<file path="config.mk">
export PLATFORM = sky130hd
export DESIGN_NAME = greedy_two_way_partition_core
export DESIGN_NICKNAME = d
export VERILOG_FILES = /design/src/gtwp_pkg.sv /design/src/gtwp_ram.sv /design/src/greedy_two_way_partition_core.sv
export SDC_FILE = /design/constraint.sdc
export NUM_CORES = 1
export LEC_CHECK = 0
export ABC_AREA = 1
export BUFFER_PORTS_ARGS = -buffer_cell sky130_fd_sc_hd__buf_2
export CORE_ASPECT_RATIO = 1.4
export CORE_UTILIZATION = 55
export DETAILED_ROUTE_END_ITERATION = 8
export PLACE_DENSITY = 0.82
export SYNTH_ARGS = -nofsm -noshare
export SYNTH_HDL_FRONTEND = slang
export SYNTH_SLANG_ARGS = --single-unit
</file>
<file path="constraint.sdc">
create_clock -name clk -period 16.5 [get_ports clk]
set_input_delay 0.825 -clock clk [delete_from_list [all_inputs] [get_ports clk]]
set_output_delay 0.825 -clock clk [all_outputs]
set_load 0.02 [all_outputs]
</file>
<file path="src/gtwp_pkg.sv">
// Shared types, constants, microcode table and helpers for the greedy two-way partition core.
`timescale 1ns / 1ps

package gtwp_pkg;

    // Sizing
    localparam int MAX_ITEMS  = 32;
    localparam int VALUE_BITS = 16;
    localparam int IDX_W      = $clog2(MAX_ITEMS);
    localparam int CNT_W      = $clog2(MAX_ITEMS + 1);
    localparam int SUM_W      = 21;
    localparam int SUM_XW     = SUM_W + 1;

    // Item in / result out
    typedef struct packed {
        logic [VALUE_BITS-1:0] value;
        logic                  last;
    } gtwp_in_t;

    typedef struct packed {
        logic [VALUE_BITS-1:0] sorted_value;
        logic                  group;
        logic [SUM_W-1:0]      sum_p;
        logic [SUM_W-1:0]      sum_q;
        logic [SUM_W-1:0]      difference;
        logic                  overflow;
        logic                  end_of_set;
    } gtwp_out_t;

    // Microcode step addresses
    localparam logic [2:0] ST_LOAD  = 3'd0;
    localparam logic [2:0] ST_INIT  = 3'd1;
    localparam logic [2:0] ST_CAPT  = 3'd2;
    localparam logic [2:0] ST_SCAN  = 3'd3;
    localparam logic [2:0] ST_SUM   = 3'd4;
    localparam logic [2:0] ST_EMIT  = 3'd5;
    localparam logic [2:0] ST_CLEAR = 3'd6;

    // Datapath operations
    localparam logic [2:0] OP_LOAD  = 3'd0;
    localparam logic [2:0] OP_INIT  = 3'd1;
    localparam logic [2:0] OP_CAPT  = 3'd2;
    localparam logic [2:0] OP_SCAN  = 3'd3;
    localparam logic [2:0] OP_SUM   = 3'd4;
    localparam logic [2:0] OP_EMIT  = 3'd5;
    localparam logic [2:0] OP_CLEAR = 3'd6;
    localparam logic [2:0] OP_NOP   = 3'd7;

    typedef struct packed {
        logic       ready;
        logic [2:0] op;
        logic [2:0] cnd;
        logic [2:0] t_true;
        logic [2:0] t_false;
    } gtwp_uword_t;

    // Jump conditions
    localparam logic [2:0] CW_ALWAYS   = 3'd0;
    localparam logic [2:0] CW_ACC_LAST = 3'd1;
    localparam logic [2:0] CW_J_END    = 3'd2;
    localparam logic [2:0] CW_J_NEXT   = 3'd3;
    localparam logic [2:0] CW_I_LAST   = 3'd4;

    // Control store: one word per step
    function automatic gtwp_uword_t ucode(input logic [2:0] step);
        gtwp_uword_t w;
        w = '{ready: 1'b0, op: OP_NOP, cnd: CW_ALWAYS, t_true: ST_LOAD, t_false: ST_LOAD};
        unique case (step)
            ST_LOAD:  w = '{1'b1, OP_LOAD,  CW_ACC_LAST, ST_INIT,  ST_LOAD};
            ST_INIT:  w = '{1'b0, OP_INIT,  CW_ALWAYS,   ST_CAPT,  ST_CAPT};
            ST_CAPT:  w = '{1'b0, OP_CAPT,  CW_J_END,    ST_SUM,   ST_SCAN};
            ST_SCAN:  w = '{1'b0, OP_SCAN,  CW_J_NEXT,   ST_SUM,   ST_SCAN};
            ST_SUM:   w = '{1'b0, OP_SUM,   CW_ALWAYS,   ST_EMIT,  ST_EMIT};
            ST_EMIT:  w = '{1'b0, OP_EMIT,  CW_I_LAST,   ST_CLEAR, ST_INIT};
            ST_CLEAR: w = '{1'b0, OP_CLEAR, CW_ALWAYS,   ST_LOAD,  ST_LOAD};
            default:  w = '{1'b0, OP_NOP,   CW_ALWAYS,   ST_CLEAR, ST_CLEAR};
        endcase
        return w;
    endfunction

    // Add with saturation at the top of the sum range
    function automatic logic [SUM_W-1:0] sat_add(input logic [SUM_W-1:0] a,
                                                 input logic [VALUE_BITS-1:0] b);
        logic [SUM_XW-1:0] s;
        s = {1'b0, a} + SUM_XW'(b);
        return s[SUM_W] ? {SUM_W{1'b1}} : s[SUM_W-1:0];
    endfunction

endpackage

</file>
<file path="src/gtwp_ram.sv">
// Generic single-write, single-read RAM with registered read data.
`timescale 1ns / 1ps

module gtwp_ram #(
    parameter int WIDTH = 16,
    parameter int DEPTH = 32,
    parameter int AW    = $clog2(DEPTH)
) (
    input  logic             clk,
    input  logic             we,
    input  logic [AW-1:0]    waddr,
    input  logic [WIDTH-1:0] wdata,
    input  logic [AW-1:0]    raddr,
    output logic [WIDTH-1:0] rdata
);

    logic [WIDTH-1:0] mem [DEPTH];

    always_ff @(posedge clk)
    begin
        if (we)
        begin
            mem[waddr] <= wdata;
        end
        rdata <= mem[raddr];
    end

endmodule

</file>
<file path="src/greedy_two_way_partition_core.sv">
// Top level of the greedy two-way partition core: microcode sequencer and datapath.
`timescale 1ns / 1ps

// Greedy two-way partition core. Items (value, last) are taken one per cycle
// while busy is low; each value goes into a 32-entry store, and values beyond
// that are dropped and reported through the overflow bit of every result of
// the set. An item marked last ends the set: busy rises and the core deals the
// held values out in descending order, the largest remaining value going to
// group P when P's sum is not above Q's, else to Q. Each value yields one
// result, shown for a single cycle with result_valid high; the receiver has no
// way to hold it off and must take it then. For a set of n held values, pass i
// (from 0) scans the remaining n-i values through the store's single read port:
// it fetches the head of the unsorted part, scans the rest for the largest
// value, moves the head into that value's slot, adds the value to a group and
// emits the result. After the last pass a clearing step runs, after which busy
// drops and the count, sums and drop flag are cleared. The block is run by a
// seven-word control store stepping a plain datapath.
module greedy_two_way_partition_core (
    input  logic                clk,
    input  logic                rst_n,
    input  logic                start,
    output logic                busy,
    input  gtwp_pkg::gtwp_in_t  item,
    output logic                result_valid,
    output gtwp_pkg::gtwp_out_t result
);

    import gtwp_pkg::*;

    // Sequencer
    logic [2:0]  step_reg, step_next;
    gtwp_uword_t uw;
    logic        accept;
    logic        taken;

    // Datapath registers
    logic [CNT_W-1:0]      count_reg, count_next;
    logic [CNT_W-1:0]      i_reg, i_next;
    logic [CNT_W-1:0]      j_reg, j_next;
    logic [SUM_W-1:0]      p_reg, p_next;
    logic [SUM_W-1:0]      q_reg, q_next;
    logic                  dropped_reg, dropped_next;
    logic [VALUE_BITS-1:0] best_reg, best_next;
    logic [VALUE_BITS-1:0] vi_reg, vi_next;
    logic [IDX_W-1:0]      bidx_reg, bidx_next;
    logic                  grp_reg, grp_next;
    logic                  valid_reg, valid_next;
    gtwp_out_t             res_reg, res_next;

    // Store port
    logic                  ram_we;
    logic [IDX_W-1:0]      ram_waddr;
    logic [VALUE_BITS-1:0] ram_wdata;
    logic [IDX_W-1:0]      ram_raddr;
    logic [VALUE_BITS-1:0] ram_rdata;

    logic [CNT_W-1:0] j_inc;
    logic [CNT_W-1:0] i_inc;

    assign uw     = ucode(step_reg);
    assign busy   = !uw.ready;
    assign accept = start && uw.ready;
    assign j_inc  = j_reg + CNT_W'(1);
    assign i_inc  = i_reg + CNT_W'(1);

    assign result_valid = valid_reg;
    assign result       = res_reg;

    gtwp_ram #(
        .WIDTH (VALUE_BITS),
        .DEPTH (MAX_ITEMS)
    ) u_store (
        .clk   (clk),
        .we    (ram_we),
        .waddr (ram_waddr),
        .wdata (ram_wdata),
        .raddr (ram_raddr),
        .rdata (ram_rdata)
    );

    // Branch condition and next step
    always_comb
    begin
        unique case (uw.cnd)
            CW_ALWAYS:   taken = 1'b1;
            CW_ACC_LAST: taken = accept && item.last;
            CW_J_END:    taken = (j_reg == count_reg);
            CW_J_NEXT:   taken = (j_inc == count_reg);
            CW_I_LAST:   taken = (i_inc == count_reg);
            default:     taken = 1'b1;
        endcase
        step_next = taken ? uw.t_true : uw.t_false;
    end

    // Datapath
    always_comb
    begin
        count_next   = count_reg;
        i_next       = i_reg;
        j_next       = j_reg;
        p_next       = p_reg;
        q_next       = q_reg;
        dropped_next = dropped_reg;
        best_next    = best_reg;
        vi_next      = vi_reg;
        bidx_next    = bidx_reg;
        grp_next     = grp_reg;
        valid_next   = 1'b0;
        res_next     = res_reg;
        ram_we       = 1'b0;
        ram_waddr    = bidx_reg;
        ram_wdata    = vi_reg;
        ram_raddr    = i_reg[IDX_W-1:0];

        unique case (uw.op)
            OP_LOAD:
            begin
                if (accept)
                begin
                    if (count_reg < CNT_W'(MAX_ITEMS))
                    begin
                        ram_we     = 1'b1;
                        ram_waddr  = count_reg[IDX_W-1:0];
                        ram_wdata  = item.value;
                        count_next = count_reg + CNT_W'(1);
                    end
                    else
                    begin
                        dropped_next = 1'b1;
                    end
                end
            end
            OP_INIT:
            begin
                // fetch the head of the unsorted part
                ram_raddr = i_reg[IDX_W-1:0];
                j_next    = i_inc;
            end
            OP_CAPT:
            begin
                vi_next   = ram_rdata;
                best_next = ram_rdata;
                bidx_next = i_reg[IDX_W-1:0];
                ram_raddr = j_reg[IDX_W-1:0];
            end
            OP_SCAN:
            begin
                // data on the port belongs to j_reg
                if (ram_rdata > best_reg)
                begin
                    best_next = ram_rdata;
                    bidx_next = j_reg[IDX_W-1:0];
                end
                j_next    = j_inc;
                ram_raddr = j_inc[IDX_W-1:0];
            end
            OP_SUM:
            begin
                // old head moves into the slot the maximum came from
                ram_we    = 1'b1;
                ram_waddr = bidx_reg;
                ram_wdata = vi_reg;
                if (p_reg <= q_reg)
                begin
                    p_next   = sat_add(p_reg, best_reg);
                    grp_next = 1'b0;
                end
                else
                begin
                    q_next   = sat_add(q_reg, best_reg);
                    grp_next = 1'b1;
                end
            end
            OP_EMIT:
            begin
                res_next.sorted_value = best_reg;
                res_next.group        = grp_reg;
                res_next.sum_p        = p_reg;
                res_next.sum_q        = q_reg;
                res_next.difference   = (p_reg >= q_reg) ? (p_reg - q_reg) : (q_reg - p_reg);
                res_next.overflow     = dropped_reg;
                res_next.end_of_set   = (i_inc == count_reg);
                valid_next            = 1'b1;
                i_next                = i_inc;
            end
            OP_CLEAR:
            begin
                count_next   = '0;
                i_next       = '0;
                p_next       = '0;
                q_next       = '0;
                dropped_next = 1'b0;
            end
            default:
            begin
                count_next = count_reg;
            end
        endcase
    end

    // Control state
    always_ff @(posedge clk or negedge rst_n)
    begin
        if (!rst_n)
        begin
            step_reg    <= ST_LOAD;
            count_reg   <= '0;
            i_reg       <= '0;
            j_reg       <= '0;
            p_reg       <= '0;
            q_reg       <= '0;
            dropped_reg <= 1'b0;
            valid_reg   <= 1'b0;
        end
        else
        begin
            step_reg    <= step_next;
            count_reg   <= count_next;
            i_reg       <= i_next;
            j_reg       <= j_next;
            p_reg       <= p_next;
            q_reg       <= q_next;
            dropped_reg <= dropped_next;
            valid_reg   <= valid_next;
        end
    end

    // Payload
    always_ff @(posedge clk)
    begin
        best_reg <= best_next;
        vi_reg   <= vi_next;
        bidx_reg <= bidx_next;
        grp_reg  <= grp_next;
        res_reg  <= res_next;
    end

endmodule
</file>
==> results of run 1 <==
-- layout make-up --
type / instances / share of cell area [%]
well taps: 832 / 2.67
clock buffers: 88 / 4.96
repair buffers: 173 / 2.67
clock inverters: 35 / 0.922
flip-flops and latches: 713 / 53.7
inverters: 624 / 6.01
multi-input cells: 2215 / 29.1
-- worst max-delay path, cell delays in order (launching register included) --
cell and delay [ns]:
dfrtp_1 0.44, inv_2 0.19, nand2_4 0.11, nor2_2 0.88, nand2_8 0.77, nand3_4 0.74
buf_4 0.79, buf_4 0.80, nand2_1 0.11, o21ai_1 0.11, nand2_1 0.07, nand3_1 0.11
nand3_1 0.14, nand2_1 0.12, nand2_1 0.05, nand2_1 0.09
-- metrics by stage --
| step | hold slack, ns | worst slack (ns) | power [mW] | instance area (um2) |
|---|---|---|---|---|
| after floorplan | 0.400 | 8.40 | 5.31 | 35400 |
| after global placement | 0.463 | 11.07 | 6.52 | 36700 |
| after detailed placement | 0.456 | 10.94 | 6.59 | 36700 |
| after CTS | 0.430 | 10.91 | 8.20 | 39000 |
| after global routing | 0.490 | 10.41 | 8.72 | 39000 |
| final | 0.401 | 10.76 | 8.31 | 39000 |
-- power groups by stage --
stage	Combinational, mW	Clock (mW)	Sequential (mW)
floorplan	2.68	0	2.62
global route	4.38	1.68	2.65
global placement	3.86	0	2.66
finish	4.06	1.61	2.64
detailed placement	3.92	0	2.67
CTS	3.95	1.62	2.63
-- Yosys cell counts, drive strengths merged --
library cell | number | area share, %
nand2 | 873 | 9.3
edfxtp | 632 | 54
inv | 624 | 6.6
nand3 | 481 | 6.8
nand4 | 212 | 3.7
o21ai | 184 | 2.7
nor2 | 141 | 1.5
buf | 126 | 1.8
a21oi | 104 | 1.5
ha | 92 | 3.3
dfrtp | 65 | 4.6
clkbuf | 62 | 0.68
xor2 | 35 | 0.87
xnor2 | 21 | 0.52
nor3 | 19 | 0.30
dfxtp | 16 | 0.90
o21bai | 8 | 0.17
or2 | 7 | 0.12
a21o | 6 | 0.13
a31oi | 5 | 0.088
o21a | 5 | 0.11
o22ai | 5 | 0.088
fa | 4 | 0.23
a21boi | 3 | 0.064
a211oi | 2 | 0.042
nor4 | 2 | 0.035
o211ai | 2 | 0.042
a22oi | 1 | 0.035
nand3b | 1 | 0.021
o221a | 1 | 0.032
o31ai | 1 | 0.021
-- kinds of logic after synthesis --
logic type      share of synthesized area, %
compound gates                          5.00
xor+xnor                                1.39
fa+ha+maj                               3.48
buf+inv                                 9.13
flops                                   59.1
simple gates                            21.9
-- metal layers --
metal,up-vias,part of all wire (%),global-route usage [%]
li1,12700,-,-
met1,13000,33,35.1
met2,1736,50,55.9
met3,473,8.5,5.18
met4,2,8.9,26.1
met5,-,0.012,0
-- worst max path at each step --
stage,start,end,cells past startpoint,slack (ns)
after floorplan,step_reg[0],step_reg[0],8,8.40
after global placement,step_reg[2],u_store.rdata[8],15,11.07
after detailed placement,step_reg[2],u_store.rdata[10],15,10.94
after CTS,step_reg[2],u_store.rdata[10],15,10.91
after global routing,step_reg[2],u_store.rdata[12],15,10.41
final,step_reg[2],u_store.rdata[10],15,10.76
==> impl_metrics.env, run 1 <==
export IMPL_fin_setup_tns_ns=0
export IMPL_io_pins=104
export IMPL_p_sw_mw=3.84
export IMPL_reg2reg_slack_ns=10.76
export IMPL_cts_tree="built"
export IMPL_synth_nets=3856
export IMPL_slew_viol_final=0
export IMPL_seq_area_um2=20900
export IMPL_setup_viol=0
export IMPL_die_w_um=216
export IMPL_top_register="u_store.mem"
export IMPL_areaGrowthSynthToFinish_pct=10.1
export IMPL_placedCellCount=4557
export IMPL_cp_required_ns=17.07
export IMPL_ys_types=44
export IMPL_critPathCaptureType="flip-flop"
export IMPL_syn_inst=3740
export IMPL_antenna_found_initial=1
export IMPL_yosysSeqAreaShare_pct=59.1
export IMPL_drtAntennaViolNets=0
export IMPL_hp_class="input port to async pin"
export IMPL_postCtsHoldBufs=0
export IMPL_fp_dieH_um=302
export IMPL_p_sw_share_pct=46.2
export IMPL_syn_area_um2=35400
export IMPL_grt_pass1_vias=27100
export IMPL_drive_gt1_share_pct=8.39
export IMPL_startpoint_type="flip-flop"
export IMPL_largest_register_ffs=512
export IMPL_finalWirelength_um=105000
export IMPL_r2r_cells=15
export IMPL_clk_pin_slew_ns=0.06
export IMPL_min_period_ns=5.74
export IMPL_die_area_um2=65400
export IMPL_route_vias_total=27900
export IMPL_setup_worst_path_class="flip-flop to flip-flop"
export IMPL_r2r_start="step_reg[2]"
export IMPL_cts_buffers=69
export IMPL_crit_fanout=124
export IMPL_fin_cells=4680
export IMPL_hpwl_um=68600
export IMPL_route_detailed_drc=0
export IMPL_drtPass1Iterations=6
export IMPL_clock_sinks=713
export IMPL_via_per_inst=5.96
export IMPL_synth_seq_cells=713
export IMPL_cts_root_buf="clkbuf_16"
export IMPL_fmax_mhz=174
export IMPL_rows=109
export IMPL_drtIter0Drc=3415
export IMPL_crit_arrival_ns=6.31
export IMPL_postSynthAreaPerCell_um2=9.47
export IMPL_postCtsResizedCells=0
export IMPL_hold_violations=0
export IMPL_clkPwrFrac_pct=19.4
export IMPL_slew_headroom_pct=8.14
export IMPL_grt_usage_pct=32.3
export IMPL_final_cell_mix="868 x nand2_1, 632 x edfxtp_1, 619 x inv_1"
export IMPL_multi_input_area_um2=11300
export IMPL_irDropWorstVdd_mv=0.142
export IMPL_period_share_pct=34.8
export IMPL_fin_skew_ns=0.0308
export IMPL_htreeDepth=3
export IMPL_antenna_cells=0
export IMPL_grt_pass1_wl_um=158000
export IMPL_reg2reg_to="u_store.rdata[10]"
export IMPL_n_fill_cell=5085
export IMPL_rsz0062_at_grt="no"
export IMPL_comb_power_share_pct=48.8
export IMPL_worstMarginPinSlew_ns=1.37
export IMPL_layout_cells_most_common="nand2_1"
export IMPL_seq_power_share_pct=31.8
export IMPL_status="finished, final reports clean"
export IMPL_clk_path_buf_depth=3
export IMPL_start_util_pct=55.8
export IMPL_grt_overflow=0
export IMPL_powerDensity_nw_per_um2=213
export IMPL_core_area_um2=63400
export IMPL_cts_setup_buffers=0
export IMPL_wl_per_cell_um=22.5
export IMPL_port_buffers=103
export IMPL_fin_nets=3912
export IMPL_utilization_pct=61.4
export IMPL_gp_congestion=1.02
export IMPL_clk_latency_ns=0.64
export IMPL_grt_max_degree=125
export IMPL_leakagePower_nw=17.0
export IMPL_yosysWarningCount=0
export IMPL_intPower_mw=4.47
export IMPL_drv_cap=0
(Power assumes the default switching activity.)
==> inputs of run 2 (changes only) <==
clock period = 5.4 ns   (was 16.5 ns; I/O delays follow)
==> impl_metrics.env, run 2 (synthesis results as in run 1) <==
export IMPL_irDropWorstVdd_mv=0.472
export IMPL_finalWirelength_um=103000
export IMPL_placedCellCount=4559
export IMPL_setup_viol=0
export IMPL_clock_sinks=713
export IMPL_grt_usage_pct=31.3
export IMPL_fin_skew_ns=0.0278
export IMPL_final_cell_mix="867 x nand2_1, 632 x edfxtp_1, 619 x inv_1"
export IMPL_fp_dieH_um=302
export IMPL_layout_cells_most_common="nand2_1"
export IMPL_critPathTopFamily="simple AND/OR/NAND/NOR gates"
export IMPL_antenna_cells=0
export IMPL_via_per_inst=5.95
export IMPL_drv_cap=0
export IMPL_reg2reg_slack_ns=1.53
export IMPL_cp_common_cell="nand2_1"
export IMPL_slew_viol_final=0
export IMPL_setup_worst_path_class="flip-flop to flip-flop"
export IMPL_critPathSlowestCell="nand3_4"
export IMPL_hp_class="input port to flip-flop"
export IMPL_cts_tree="built"
export IMPL_core_area_um2=63400
export IMPL_worstMarginPinSlew_ns=1.36
export IMPL_period_share_pct=71.6
export IMPL_path_cells="inv_2 -> nand2_4 -> nor2_2 -> buf_4 -> nand2_8 -> nand3_4 -> buf_4 -> buf_4 -> o21ai_1 -> nand2_1 -> nand3_1 -> nand3_1 -> nand2_1 -> nand2_1 -> nand2_1"
export IMPL_cts_root_buf="clkbuf_16"
export IMPL_min_period_ns=3.87
export IMPL_fin_nets=3915
export IMPL_fin_setup_tns_ns=0
export IMPL_powerDensity_nw_per_um2=649
export IMPL_grt_pass1_vias=27000
export IMPL_slew_headroom_pct=9.16
export IMPL_fmax_mhz=259
export IMPL_clk_pin_slew_ns=0.06
export IMPL_die_w_um=216
export IMPL_route_vias_total=27900
export IMPL_cts_buffers=69
export IMPL_whs_path_depth=6
export IMPL_gp_congestion=1.05
export IMPL_r2r_start="step_reg[2]"
export IMPL_n_fill_cell=5011
export IMPL_clk_latency_ns=0.64
export IMPL_cts_setup_buffers=0
export IMPL_min_delay_start="item[0]"
export IMPL_cp_required_ns=5.92
export IMPL_crit_buf_inv=4
export IMPL_top_register="u_store.mem"
export IMPL_port_buffers=103
export IMPL_htreeDepth=3
export IMPL_start_util_pct=55.8
export IMPL_wl_per_cell_um=22.0
export IMPL_areaGrowthSynthToFinish_pct=9.99
export IMPL_hold_path_endpoint="step_reg[1]"
export IMPL_status="finished, final reports clean"
export IMPL_antenna_found_initial=0
export IMPL_grt_overflow=0
export IMPL_io_pins=104
export IMPL_die_area_um2=65400
export IMPL_hold_violations=0
export IMPL_fin_cells=4687
export IMPL_crit_fanout=89
export IMPL_max_stage_delay_ns=0.61
export IMPL_rows=109
export IMPL_leakagePower_nw=17.0
export IMPL_hpwl_um=66800
export IMPL_postCtsResizedCells=0
export IMPL_grt_max_degree=193
export IMPL_rsz0062_at_grt="no"
export IMPL_critPathCaptureType="flip-flop"
export IMPL_drtIter0Drc=3108
export IMPL_startpoint_type="flip-flop"
export IMPL_largest_register_ffs=512
export IMPL_clk_path_buf_depth=3
export IMPL_reg2reg_to="u_store.rdata[14]"
export IMPL_r2r_cells=15
export IMPL_postCtsHoldBufs=1
export IMPL_grt_pass1_wl_um=154000
export IMPL_drtAntennaViolNets=0
export IMPL_drtPass1Iterations=6
export IMPL_drive_gt1_share_pct=8.27
export IMPL_crit_arrival_ns=4.38
export IMPL_whs_ns=0.133
export IMPL_route_detailed_drc=0
==> run 2: worst max path at each step <==
stage	startpoint	endpoint	cells past startpoint
floorplan	step_reg[0]	step_reg[0]	8
global placement	step_reg[2]	u_store.rdata[14]	15
detailed placement	step_reg[2]	u_store.rdata[14]	15
CTS	step_reg[2]	u_store.rdata[14]	15
global route	step_reg[2]	u_store.rdata[14]	16
finish	step_reg[2]	u_store.rdata[14]	15
==> run 2: worst register-to-register path, delay by kind of cell, from the launching register on <==
kind | cells | cell delay (ns)
buffers and inverters | 4 | 1.37
flip-flops | 1 | 0.44
AO/OA/AOI/OAI | 1 | 0.10
AND/OR/NAND/NOR | 10 | 1.87
==> run 2: cell type report <==
class,instances,area [um2],share of cell area [%]
clock buffer,92,1900,4.87
clock inverter,35,278,0.713
inverter,624,2340,6.02
multi-input combinational,2215,11300,29.1
sequential,713,20900,53.7
tap,832,1040,2.67
timing repair buffer,176,1130,2.90
==> run 2: power by group <==
part	switching, mW	internal [mW]
Clock	2.14	2.55
Sequential	0.544	7.50
Combinational	9.10	3.45
==> run 2: layer usage <==
layer  part of all wire [%]  track usage, %  vias up
li1                       -               -    12700
met2                     49            53.4     1758
met3                    8.6            4.78      471
met1                     33            34.1    13000
met5                      0               0        -
met4                    9.6            27.5        0
==> run 2: stage by stage <==
step | util [%] | cell area, um2 | total power [mW] | worst slack [ns]
4_1_cts | 61.4 | 38900 | 24.9 | 1.59
3_3_place_gp | 58.0 | 36800 | 20.0 | 1.67
3_5_place_dp | 58.0 | 36800 | 20.2 | 1.61
6_report | 61.4 | 38900 | 25.3 | 1.53
5_1_grt | 61.4 | 38900 | 26.5 | 1.33
2_1_floorplan | - | 35400 | 16.2 | 0.277
